[src/rtl/core/wls_pkg.sv]
package wls_pkg;

	localparam int MAX_LINES_DEF   = 16;
	localparam int WEIGHT_BITS_DEF = 16;
	localparam int QUEUE_DEPTH     = 2;
	localparam int ENERGY_W        = 32;
	localparam int WEIGHT_W        = 16;
	localparam int FRAC_W          = 32;
	localparam int INDEX_W         = 4;
	localparam int KIND_W          = 2;

	typedef enum logic [0:0] {
		CMD_ADD    = 1'b0,
		CMD_SAMPLE = 1'b1
	} command_t;

	typedef enum logic [1:0] {
		STAT_SAMPLED = 2'd0,
		STAT_ADDED   = 2'd1,
		STAT_EMPTY   = 2'd2,
		STAT_FULL    = 2'd3
	} status_t;

	typedef enum logic [KIND_W-1:0] {
		OP_ADD    = 2'd0,
		OP_FULL   = 2'd1,
		OP_SAMPLE = 2'd2,
		OP_EMPTY  = 2'd3
	} op_kind_t;

	typedef enum logic [2:0] {
		BK_IDLE   = 3'd0,
		BK_MUL_LO = 3'd1,
		BK_MUL_HI = 3'd2,
		BK_THR    = 3'd3,
		BK_READ   = 3'd4,
		BK_CMP    = 3'd5
	} back_state_t;

	typedef struct packed {
		command_t             command;
		logic [ENERGY_W-1:0]  line_energy;
		logic [WEIGHT_W-1:0]  line_weight;
		logic [FRAC_W-1:0]    uniform_fraction;
	} cmd_t;

	typedef struct packed {
		status_t              status;
		logic [ENERGY_W-1:0]  chosen_energy;
		logic [INDEX_W-1:0]   chosen_index;
	} rsp_t;

	function automatic int idx_bits(input int n);
		return (n > 1) ? $clog2(n) : 1;
	endfunction

	function automatic int cnt_bits(input int n);
		return $clog2(n + 1);
	endfunction

	function automatic int cum_bits(input int n, input int w);
		return w + $clog2(n);
	endfunction

	function automatic int entry_bits(input int n, input int w);
		return KIND_W + idx_bits(n) + ENERGY_W + cum_bits(n, w);
	endfunction

endpackage

[src/rtl/core/wls_queue.sv]
module wls_queue import wls_pkg::*; #(
	parameter int WIDTH = 8,
	parameter int DEPTH = QUEUE_DEPTH,
	localparam int PTR_W = idx_bits(DEPTH),
	localparam int CNT_W = cnt_bits(DEPTH)
) (
	input  logic             clk,
	input  logic             arst_n,
	input  logic             push,
	input  logic [WIDTH-1:0] push_data,
	output logic             full,
	input  logic             pop,
	output logic             valid,
	output logic [WIDTH-1:0] head
);

	logic [WIDTH-1:0] slot_q [DEPTH];
	logic [PTR_W-1:0] wr_ptr_q;
	logic [PTR_W-1:0] rd_ptr_q;
	logic [CNT_W-1:0] count_q;
	logic             do_push;
	logic             do_pop;

	assign full    = (count_q == CNT_W'(DEPTH));
	assign valid   = (count_q != '0);
	assign head    = slot_q[rd_ptr_q];
	assign do_push = push && !full;
	assign do_pop  = pop && valid;

	always_ff @(posedge clk) begin
		if (do_push) begin
			slot_q[wr_ptr_q] <= push_data;
		end
	end

	always_ff @(posedge clk or negedge arst_n) begin
		if (!arst_n) begin
			wr_ptr_q <= '0;
			rd_ptr_q <= '0;
			count_q  <= '0;
		end else begin
			if (do_push) begin
				wr_ptr_q <= (wr_ptr_q == PTR_W'(DEPTH - 1)) ? '0 : wr_ptr_q + PTR_W'(1);
			end
			if (do_pop) begin
				rd_ptr_q <= (rd_ptr_q == PTR_W'(DEPTH - 1)) ? '0 : rd_ptr_q + PTR_W'(1);
			end
			if (do_push && !do_pop) begin
				count_q <= count_q + CNT_W'(1);
			end else if (do_pop && !do_push) begin
				count_q <= count_q - CNT_W'(1);
			end
		end
	end

endmodule

[src/rtl/core/wls_front.sv]
module wls_front import wls_pkg::*; #(
	parameter int MAX_LINES   = MAX_LINES_DEF,
	parameter int WEIGHT_BITS = WEIGHT_BITS_DEF,
	localparam int IDX_W   = idx_bits(MAX_LINES),
	localparam int CNT_W   = cnt_bits(MAX_LINES),
	localparam int CW      = cum_bits(MAX_LINES, WEIGHT_BITS),
	localparam int ENTRY_W = entry_bits(MAX_LINES, WEIGHT_BITS),
	localparam int WEFF    = (WEIGHT_BITS < WEIGHT_W) ? WEIGHT_BITS : WEIGHT_W
) (
	input  logic               clk,
	input  logic               arst_n,
	input  logic               start,
	input  cmd_t               cmd,
	input  logic               q_full,
	output logic               busy,
	output logic               push,
	output logic [ENTRY_W-1:0] push_data
);

	typedef struct packed {
		op_kind_t            kind;
		logic [IDX_W-1:0]    idx;
		logic [ENERGY_W-1:0] data;
		logic [CW-1:0]       cum;
	} entry_t;

	logic [CNT_W-1:0] count_q;
	logic [CW-1:0]    total_q;
	logic [CW-1:0]    weight_eff;
	logic [CW-1:0]    sum;
	logic             table_full;
	logic             accept;
	logic             do_add;
	entry_t           entry;

	assign busy       = q_full;
	assign accept     = start && !q_full;
	assign push       = accept;
	assign weight_eff = CW'(cmd.line_weight[WEFF-1:0]);
	assign sum        = total_q + weight_eff;
	assign table_full = (count_q == CNT_W'(MAX_LINES));
	assign do_add     = accept && (cmd.command == CMD_ADD) && !table_full;
	assign push_data  = ENTRY_W'(entry);

	always_comb begin
		entry      = '0;
		entry.kind = OP_EMPTY;
		if (cmd.command == CMD_ADD) begin
			if (table_full) begin
				entry.kind = OP_FULL;
			end else begin
				entry.kind = OP_ADD;
				entry.idx  = IDX_W'(count_q);
				entry.data = cmd.line_energy;
				entry.cum  = sum;
			end
		end else if (count_q != '0) begin
			entry.kind = OP_SAMPLE;
			entry.idx  = IDX_W'(count_q - CNT_W'(1));
			entry.data = cmd.uniform_fraction;
			entry.cum  = total_q;
		end
	end

	always_ff @(posedge clk or negedge arst_n) begin
		if (!arst_n) begin
			count_q <= '0;
			total_q <= '0;
		end else if (do_add) begin
			count_q <= count_q + CNT_W'(1);
			total_q <= sum;
		end
	end

endmodule

[src/rtl/core/wls_back.sv]
module wls_back import wls_pkg::*; #(
	parameter int MAX_LINES   = MAX_LINES_DEF,
	parameter int WEIGHT_BITS = WEIGHT_BITS_DEF,
	localparam int IDX_W   = idx_bits(MAX_LINES),
	localparam int CW      = cum_bits(MAX_LINES, WEIGHT_BITS),
	localparam int ENTRY_W = entry_bits(MAX_LINES, WEIGHT_BITS)
) (
	input  logic               clk,
	input  logic               arst_n,
	input  logic               q_valid,
	input  logic [ENTRY_W-1:0] q_head,
	output logic               pop,
	output logic               done,
	output rsp_t               rsp
);

	typedef struct packed {
		op_kind_t            kind;
		logic [IDX_W-1:0]    idx;
		logic [ENERGY_W-1:0] data;
		logic [CW-1:0]       cum;
	} entry_t;

	logic [ENERGY_W-1:0] energy_mem [MAX_LINES];
	logic [CW-1:0]       cum_mem    [MAX_LINES];

	back_state_t         state_q;
	back_state_t         state_d;
	entry_t              head_e;
	entry_t              ent_q;
	logic [IDX_W-1:0]    idx_q;
	logic [CW-1:0]       thr_q;
	logic [63:0]         lo_q;
	logic [63:0]         hi_q;
	logic [63:0]         tot64;
	logic [31:0]         mul_b;
	logic [63:0]         mul_p;
	logic [ENERGY_W-1:0] rd_energy_q;
	logic [CW-1:0]       rd_cum_q;
	logic                found;
	logic                wr_en;
	logic                rd_en;
	logic                emit;
	rsp_t                emit_rsp;
	logic                done_q;
	rsp_t                rsp_q;

	assign head_e = entry_t'(q_head);
	assign tot64  = 64'(ent_q.cum);
	assign mul_b  = (state_q == BK_MUL_LO) ? tot64[31:0] : tot64[63:32];
	assign mul_p  = 64'(ent_q.data) * 64'(mul_b);
	assign found  = (rd_cum_q >= thr_q) || (idx_q == ent_q.idx);
	assign done   = done_q;
	assign rsp    = rsp_q;

	always_comb begin
		state_d = state_q;
		unique case (state_q)
			BK_IDLE: begin
				if (q_valid && head_e.kind == OP_SAMPLE) begin
					state_d = BK_MUL_LO;
				end
			end
			BK_MUL_LO: state_d = BK_MUL_HI;
			BK_MUL_HI: state_d = BK_THR;
			BK_THR:    state_d = BK_READ;
			BK_READ:   state_d = BK_CMP;
			BK_CMP: begin
				state_d = found ? BK_IDLE : BK_READ;
			end
			default:   state_d = BK_IDLE;
		endcase
	end

	always_comb begin
		pop      = 1'b0;
		wr_en    = 1'b0;
		rd_en    = 1'b0;
		emit     = 1'b0;
		emit_rsp = '0;
		unique case (state_q)
			BK_IDLE: begin
				pop = q_valid;
				if (q_valid) begin
					unique case (head_e.kind)
						OP_ADD: begin
							wr_en                 = 1'b1;
							emit                  = 1'b1;
							emit_rsp.status       = STAT_ADDED;
							emit_rsp.chosen_index = INDEX_W'(head_e.idx);
						end
						OP_FULL: begin
							emit            = 1'b1;
							emit_rsp.status = STAT_FULL;
						end
						OP_EMPTY: begin
							emit            = 1'b1;
							emit_rsp.status = STAT_EMPTY;
						end
						default: begin
							emit = 1'b0;
						end
					endcase
				end
			end
			BK_READ: rd_en = 1'b1;
			BK_CMP: begin
				if (found) begin
					emit                   = 1'b1;
					emit_rsp.status        = STAT_SAMPLED;
					emit_rsp.chosen_energy = rd_energy_q;
					emit_rsp.chosen_index  = INDEX_W'(idx_q);
				end
			end
			default: begin
				emit = 1'b0;
			end
		endcase
	end

	always_ff @(posedge clk) begin
		if (wr_en) begin
			energy_mem[head_e.idx] <= head_e.data;
			cum_mem[head_e.idx]    <= head_e.cum;
		end
	end

	always_ff @(posedge clk) begin
		if (rd_en) begin
			rd_energy_q <= energy_mem[idx_q];
			rd_cum_q    <= cum_mem[idx_q];
		end
	end

	always_ff @(posedge clk) begin
		if (pop) begin
			ent_q <= head_e;
		end
		if (state_q == BK_MUL_LO) begin
			lo_q <= mul_p;
		end
		if (state_q == BK_MUL_HI) begin
			hi_q <= mul_p;
		end
		if (state_q == BK_THR) begin
			thr_q <= CW'(hi_q + (lo_q >> 32) + 64'(lo_q[31:0] != '0));
		end
		if (emit) begin
			rsp_q <= emit_rsp;
		end
	end

	always_ff @(posedge clk or negedge arst_n) begin
		if (!arst_n) begin
			state_q <= BK_IDLE;
			idx_q   <= '0;
			done_q  <= 1'b0;
		end else begin
			state_q <= state_d;
			done_q  <= emit;
			if (state_q == BK_THR) begin
				idx_q <= '0;
			end else if (state_q == BK_CMP && !found) begin
				idx_q <= idx_q + IDX_W'(1);
			end
		end
	end

`ifndef SYNTHESIS
	// The search never walks past the last line held when the sample was queued.
	a_search_bound: assert property (@(posedge clk) disable iff (!arst_n)
		(state_q == BK_CMP) |-> (idx_q <= ent_q.idx))
		else $error("search index beyond last line");

	// The threshold can never exceed the total weight.
	a_thr_bound: assert property (@(posedge clk) disable iff (!arst_n)
		(state_q == BK_READ || state_q == BK_CMP) |-> (thr_q <= ent_q.cum))
		else $error("threshold above total weight");

	// A result beat follows either a direct command or the end of a search.
	a_done_source: assert property (@(posedge clk) disable iff (!arst_n)
		done_q |-> ($past(state_q) == BK_CMP || ($past(state_q) == BK_IDLE && $past(q_valid))))
		else $error("result beat without a source");

	// A sample leaves the queue only from idle and starts the multiply.
	a_sample_start: assert property (@(posedge clk) disable iff (!arst_n)
		(state_q == BK_MUL_LO) |-> ($past(state_q) == BK_IDLE && ent_q.kind == OP_SAMPLE))
		else $error("multiply started without a sample");
`endif

endmodule

[src/rtl/core/weighted_line_sampler.sv]
// An add, or a command refused as full or empty, gives its registered result beat once
// popped; a sample picking line p multiplies, sets a threshold, then reads lines 0 to p.
// Throughput: the two-entry queue takes a command per cycle while it has room; the
// sample engine shares one 32x32 multiplier and reads one table entry per compare step.
// Reset clears the line count and control state; the line table is left as is.
// Result beats cannot be stalled by the receiver.
module weighted_line_sampler import wls_pkg::*; #(
	parameter int MAX_LINES   = MAX_LINES_DEF,
	parameter int WEIGHT_BITS = WEIGHT_BITS_DEF
) (
	input  logic clk,
	input  logic arst_n,
	input  logic start,
	output logic busy,
	input  cmd_t cmd,
	output logic done,
	output rsp_t rsp
);

	localparam int ENTRY_W = entry_bits(MAX_LINES, WEIGHT_BITS);

	logic               q_full;
	logic               q_push;
	logic [ENTRY_W-1:0] q_push_data;
	logic               q_pop;
	logic               q_valid;
	logic [ENTRY_W-1:0] q_head;

	wls_front #(
		.MAX_LINES   (MAX_LINES),
		.WEIGHT_BITS (WEIGHT_BITS)
	) u_front (
		.clk       (clk),
		.arst_n    (arst_n),
		.start     (start),
		.cmd       (cmd),
		.q_full    (q_full),
		.busy      (busy),
		.push      (q_push),
		.push_data (q_push_data)
	);

	wls_queue #(
		.WIDTH (ENTRY_W),
		.DEPTH (QUEUE_DEPTH)
	) u_queue (
		.clk       (clk),
		.arst_n    (arst_n),
		.push      (q_push),
		.push_data (q_push_data),
		.full      (q_full),
		.pop       (q_pop),
		.valid     (q_valid),
		.head      (q_head)
	);

	wls_back #(
		.MAX_LINES   (MAX_LINES),
		.WEIGHT_BITS (WEIGHT_BITS)
	) u_back (
		.clk     (clk),
		.arst_n  (arst_n),
		.q_valid (q_valid),
		.q_head  (q_head),
		.pop     (q_pop),
		.done    (done),
		.rsp     (rsp)
	);

endmodule

[config.mk]
export PLATFORM = sky130hd
export DESIGN_NAME = weighted_line_sampler
export DESIGN_NICKNAME = d
export VERILOG_FILES = /design/src/rtl/core/wls_pkg.sv /design/src/rtl/core/wls_queue.sv /design/src/rtl/core/wls_front.sv /design/src/rtl/core/wls_back.sv /design/src/rtl/core/weighted_line_sampler.sv
export SDC_FILE = /design/constraint.sdc
export NUM_CORES = 2
export LEC_CHECK = 0
export CAP_MARGIN = 20
export CORE_MARGIN = 4
export CORE_UTILIZATION = 30
export CTS_CLUSTER_DIAMETER = 50
export DETAILED_ROUTE_END_ITERATION = 12
export DONT_BUFFER_PORTS = 1
export GPL_ROUTABILITY_DRIVEN = 0
export SLEW_MARGIN = 25
export SYNTH_ARGS = -nofsm -noshare
export SYNTH_HDL_FRONTEND = slang
export SYNTH_SLANG_ARGS = --single-unit
[constraint.sdc]
create_clock -name clk -period 12.5 [get_ports clk]
set_input_delay 2.5 -clock clk [delete_from_list [all_inputs] [get_ports clk]]
set_output_delay 2.5 -clock clk [all_outputs]
set_load 0.01 [all_outputs]
==> results.txt <==
Outcome = complete, no violations
Cts bufs inserted = 140
Initial antenna violation count = 12
Hold_buf cts = 0
R2R depth = 24
Die H = 486 um
DRT antenna net count = 0
First-pass GRT wire length = 278,000 um
Skew-Pair Late Insertion Delay = 780 ps
Drt pass-1 iters = 6
Area growth syn-to-layout = 12.1%
DR WL/cell = 23.3 um
RR Startpoint = u_back.state_q[0]
Synth warn = 0
Crit path capture type = flip-flop
Synth Area per Inst = 13.8 um^2
CTS tree = done
Cells after Synth = 4,962
Post-synth ARST share = 3.03%
Post-layout util = 33.8%
Worst-Margin Slew = 1240 ps
Reg-to-Reg End = u_back.lo_q[44]
Vias in the first global route = 41,800
Yosys top cell by area = edfxtp_1
Synth Flop Type = edfxtp_1
Maximum capacitance violations = 0
Mapped Area = 0.0686 mm^2
DR vias = 40,400
Min-delay src = u_queue.count_q[1]
Total track usage = 15.6%
Peak Freq = 108 MHz
Final global-route overflow total = 0
Post-synth top cells = edfxtp_1 (1,186), inv_1 (586), fa_1 (539)
Critical setup path kind = flip-flop to flip-flop
Post-CTS setup buffer count = 0
Min-Delay Endpoint = u_queue.count_q[1]
Flops & latches, synth = 1,223
Hold crit path type = flip-flop to flip-flop
Period utilization = 74.0%
Slew headroom = 16.6%
Clock Skew = 81.0 ps
Final setup viols = 0
Clock period minus worst slack = 9250 ps
Starting Density = 30.2%
Final wirelength = 187,000 um
Top post-synthesis cells by area = edfxtp_1 (52%), fa_1 (16%), ha_1 (4.0%)
Data arrival time of the worst path = 9770 ps
Via density = 5.04
Top Ports = 124
CTS Buffer Depth = 3
Sequential area share after synthesis = 53.3%
Reg2Reg Setup Slack = 3250 ps
Synth top area share = 51.9%
I/O Buffers = 0
Syn Nets = 5,805
PostCTS Resize Cnt = 0
CTS H-tree lvls = 4
Hold depth = 1
Final setup TNS = 0 ps
Crit Path Max Fanout = 265
DP HPWL = 120,000 um
Unrepaired setup endpoints after global routing = no
Clock transition at the registers of the reported paths = 60 ps
Die area = 0.236 mm^2
CTS sink cnt = 1,223
Share of cells above drive strength 1 = 11.5%
EDFF count, synth = 1,186
Worst EP required = 13,030 ps
Netlist cell types = 80
CTS root buf = clkbuf_16
Largest net degree at the start of global routing = 266
Top-count cell post-synth = edfxtp_1
Die width = 486 um
Nets = 5,737
Row cnt = 175
Number of remaining DRC errors = 0
Critical Path Source Type = flip-flop
Initial DRC count = 3,857
Final hold viol count = 0
CORE AREA = 0.227 mm^2
Fin. max-slew vios = 0
-- metrics by stage --
stage                     hold WS (ps)  cell area (um^2)  std cells  setup WS [ps]
after floorplan                    464             68600       4962           3590
after global placement             481             72000       7748           3570
after detailed placement           487             72200       7757           3440
after CTS                          497             76800       8011           3420
after global routing               510             76900       8015           2780
final                              499             76900       8019           3250
-- sequential cells by signal, indices dropped and copies added (netlist names), 2 cells and up --
register            count
u_back.cum_mem        320
u_back.energy_mem     512
u_back.ent_q           56
u_back.hi_q            20
u_back.idx_q            4
u_back.lo_q            52
u_back.rd_cum_q        20
u_back.rd_energy_q     32
u_back.rsp             38
u_back.state_q          3
u_back.thr_q           20
u_front.count_q         5
u_front.total_q        20
u_queue.count_q         2
u_queue.slot_q        116
-- worst max path at each step --
stage / from / endpoint / slack (ps) / depth (start not counted)
after floorplan: u_back.state_q[0] / u_back.lo_q[49] / 3590 / 26
after global placement: u_back.state_q[1] / u_back.lo_q[50] / 3570 / 24
after detailed placement: u_back.state_q[0] / u_back.lo_q[50] / 3440 / 24
after CTS: u_back.state_q[0] / u_back.lo_q[44] / 3420 / 24
after global routing: u_back.state_q[0] / u_back.lo_q[50] / 2780 / 24
final: u_back.state_q[0] / u_back.lo_q[44] / 3250 / 24
-- worst max-delay path: stages, from the launching register on --
cell and delay (ps):
dfrtp_1 520, nor3b_2 300, buf_12 660, and2_1 960, nand2_1 230, fa_1 570, fa_1 490, fa_1 550
inv_1 50, fa_1 570, fa_1 450, fa_1 500, inv_1 50, fa_1 470, inv_1 40, ha_1 400
and2_1 240, nand2_1 90, o31ai_1 240, a21oi_1 120, o211ai_1 410, nand3_1 150, a31oi_2 310, mux2i_1 130
nor4bb_1 390
-- placed cells by master, fill, tap and decap left out, drive strengths merged, types with 56 or more instances in the layout --
cell / Yosys / layout
clkbuf: 260 / 173
mux4: 104 / 104
ha: 220 / 220
fa: 539 / 539
mux2: 121 / 121
nand2: 458 / 458
and2: 61 / 61
edfxtp: 1186 / 1186
nor2: 80 / 80
inv: 587 / 604
mux2i: 162 / 162
a21oi: 131 / 131
buf: 41 / 91
a21o: 57 / 57
and3: 308 / 308
o21ai: 159 / 159
xnor2: 56 / 56
-- final cells by class --
| cell class | instances | area (um^2) |
|---|---|---|
| antenna | 4 | 10.0 |
| timing repair buffer | 91 | 856 |
| sequential | 1223 | 36600 |
| fill | 21800 | 151000 |
| inverter | 587 | 2200 |
| clock buffer | 173 | 3640 |
| tap | 3009 | 3760 |
| multi-input combinational | 2851 | 28900 |
| clock inverter | 81 | 990 |
-- logic make-up after synthesis --
logic type	share of synthesized area, %
xor+xnor	1.23
simple gates	7.36
fa+ha+maj	19.7
buf+inv	4.90
flops	53.3
mux	7.76
compound gates	5.75
-- per-layer routing --
metal  vias up  track usage, %  share of wire [%]
met1     20900            21.4                 42
met2      1734            25.1                 46
met4         6            4.22                2.7
met3       322            3.40                8.9
met5         -               0              0.021
li1      17400               -                  -
Power is left out: the tool's default activity adds up to more than one toggle a clock period on the data nets, which glitch-free logic cannot reach.
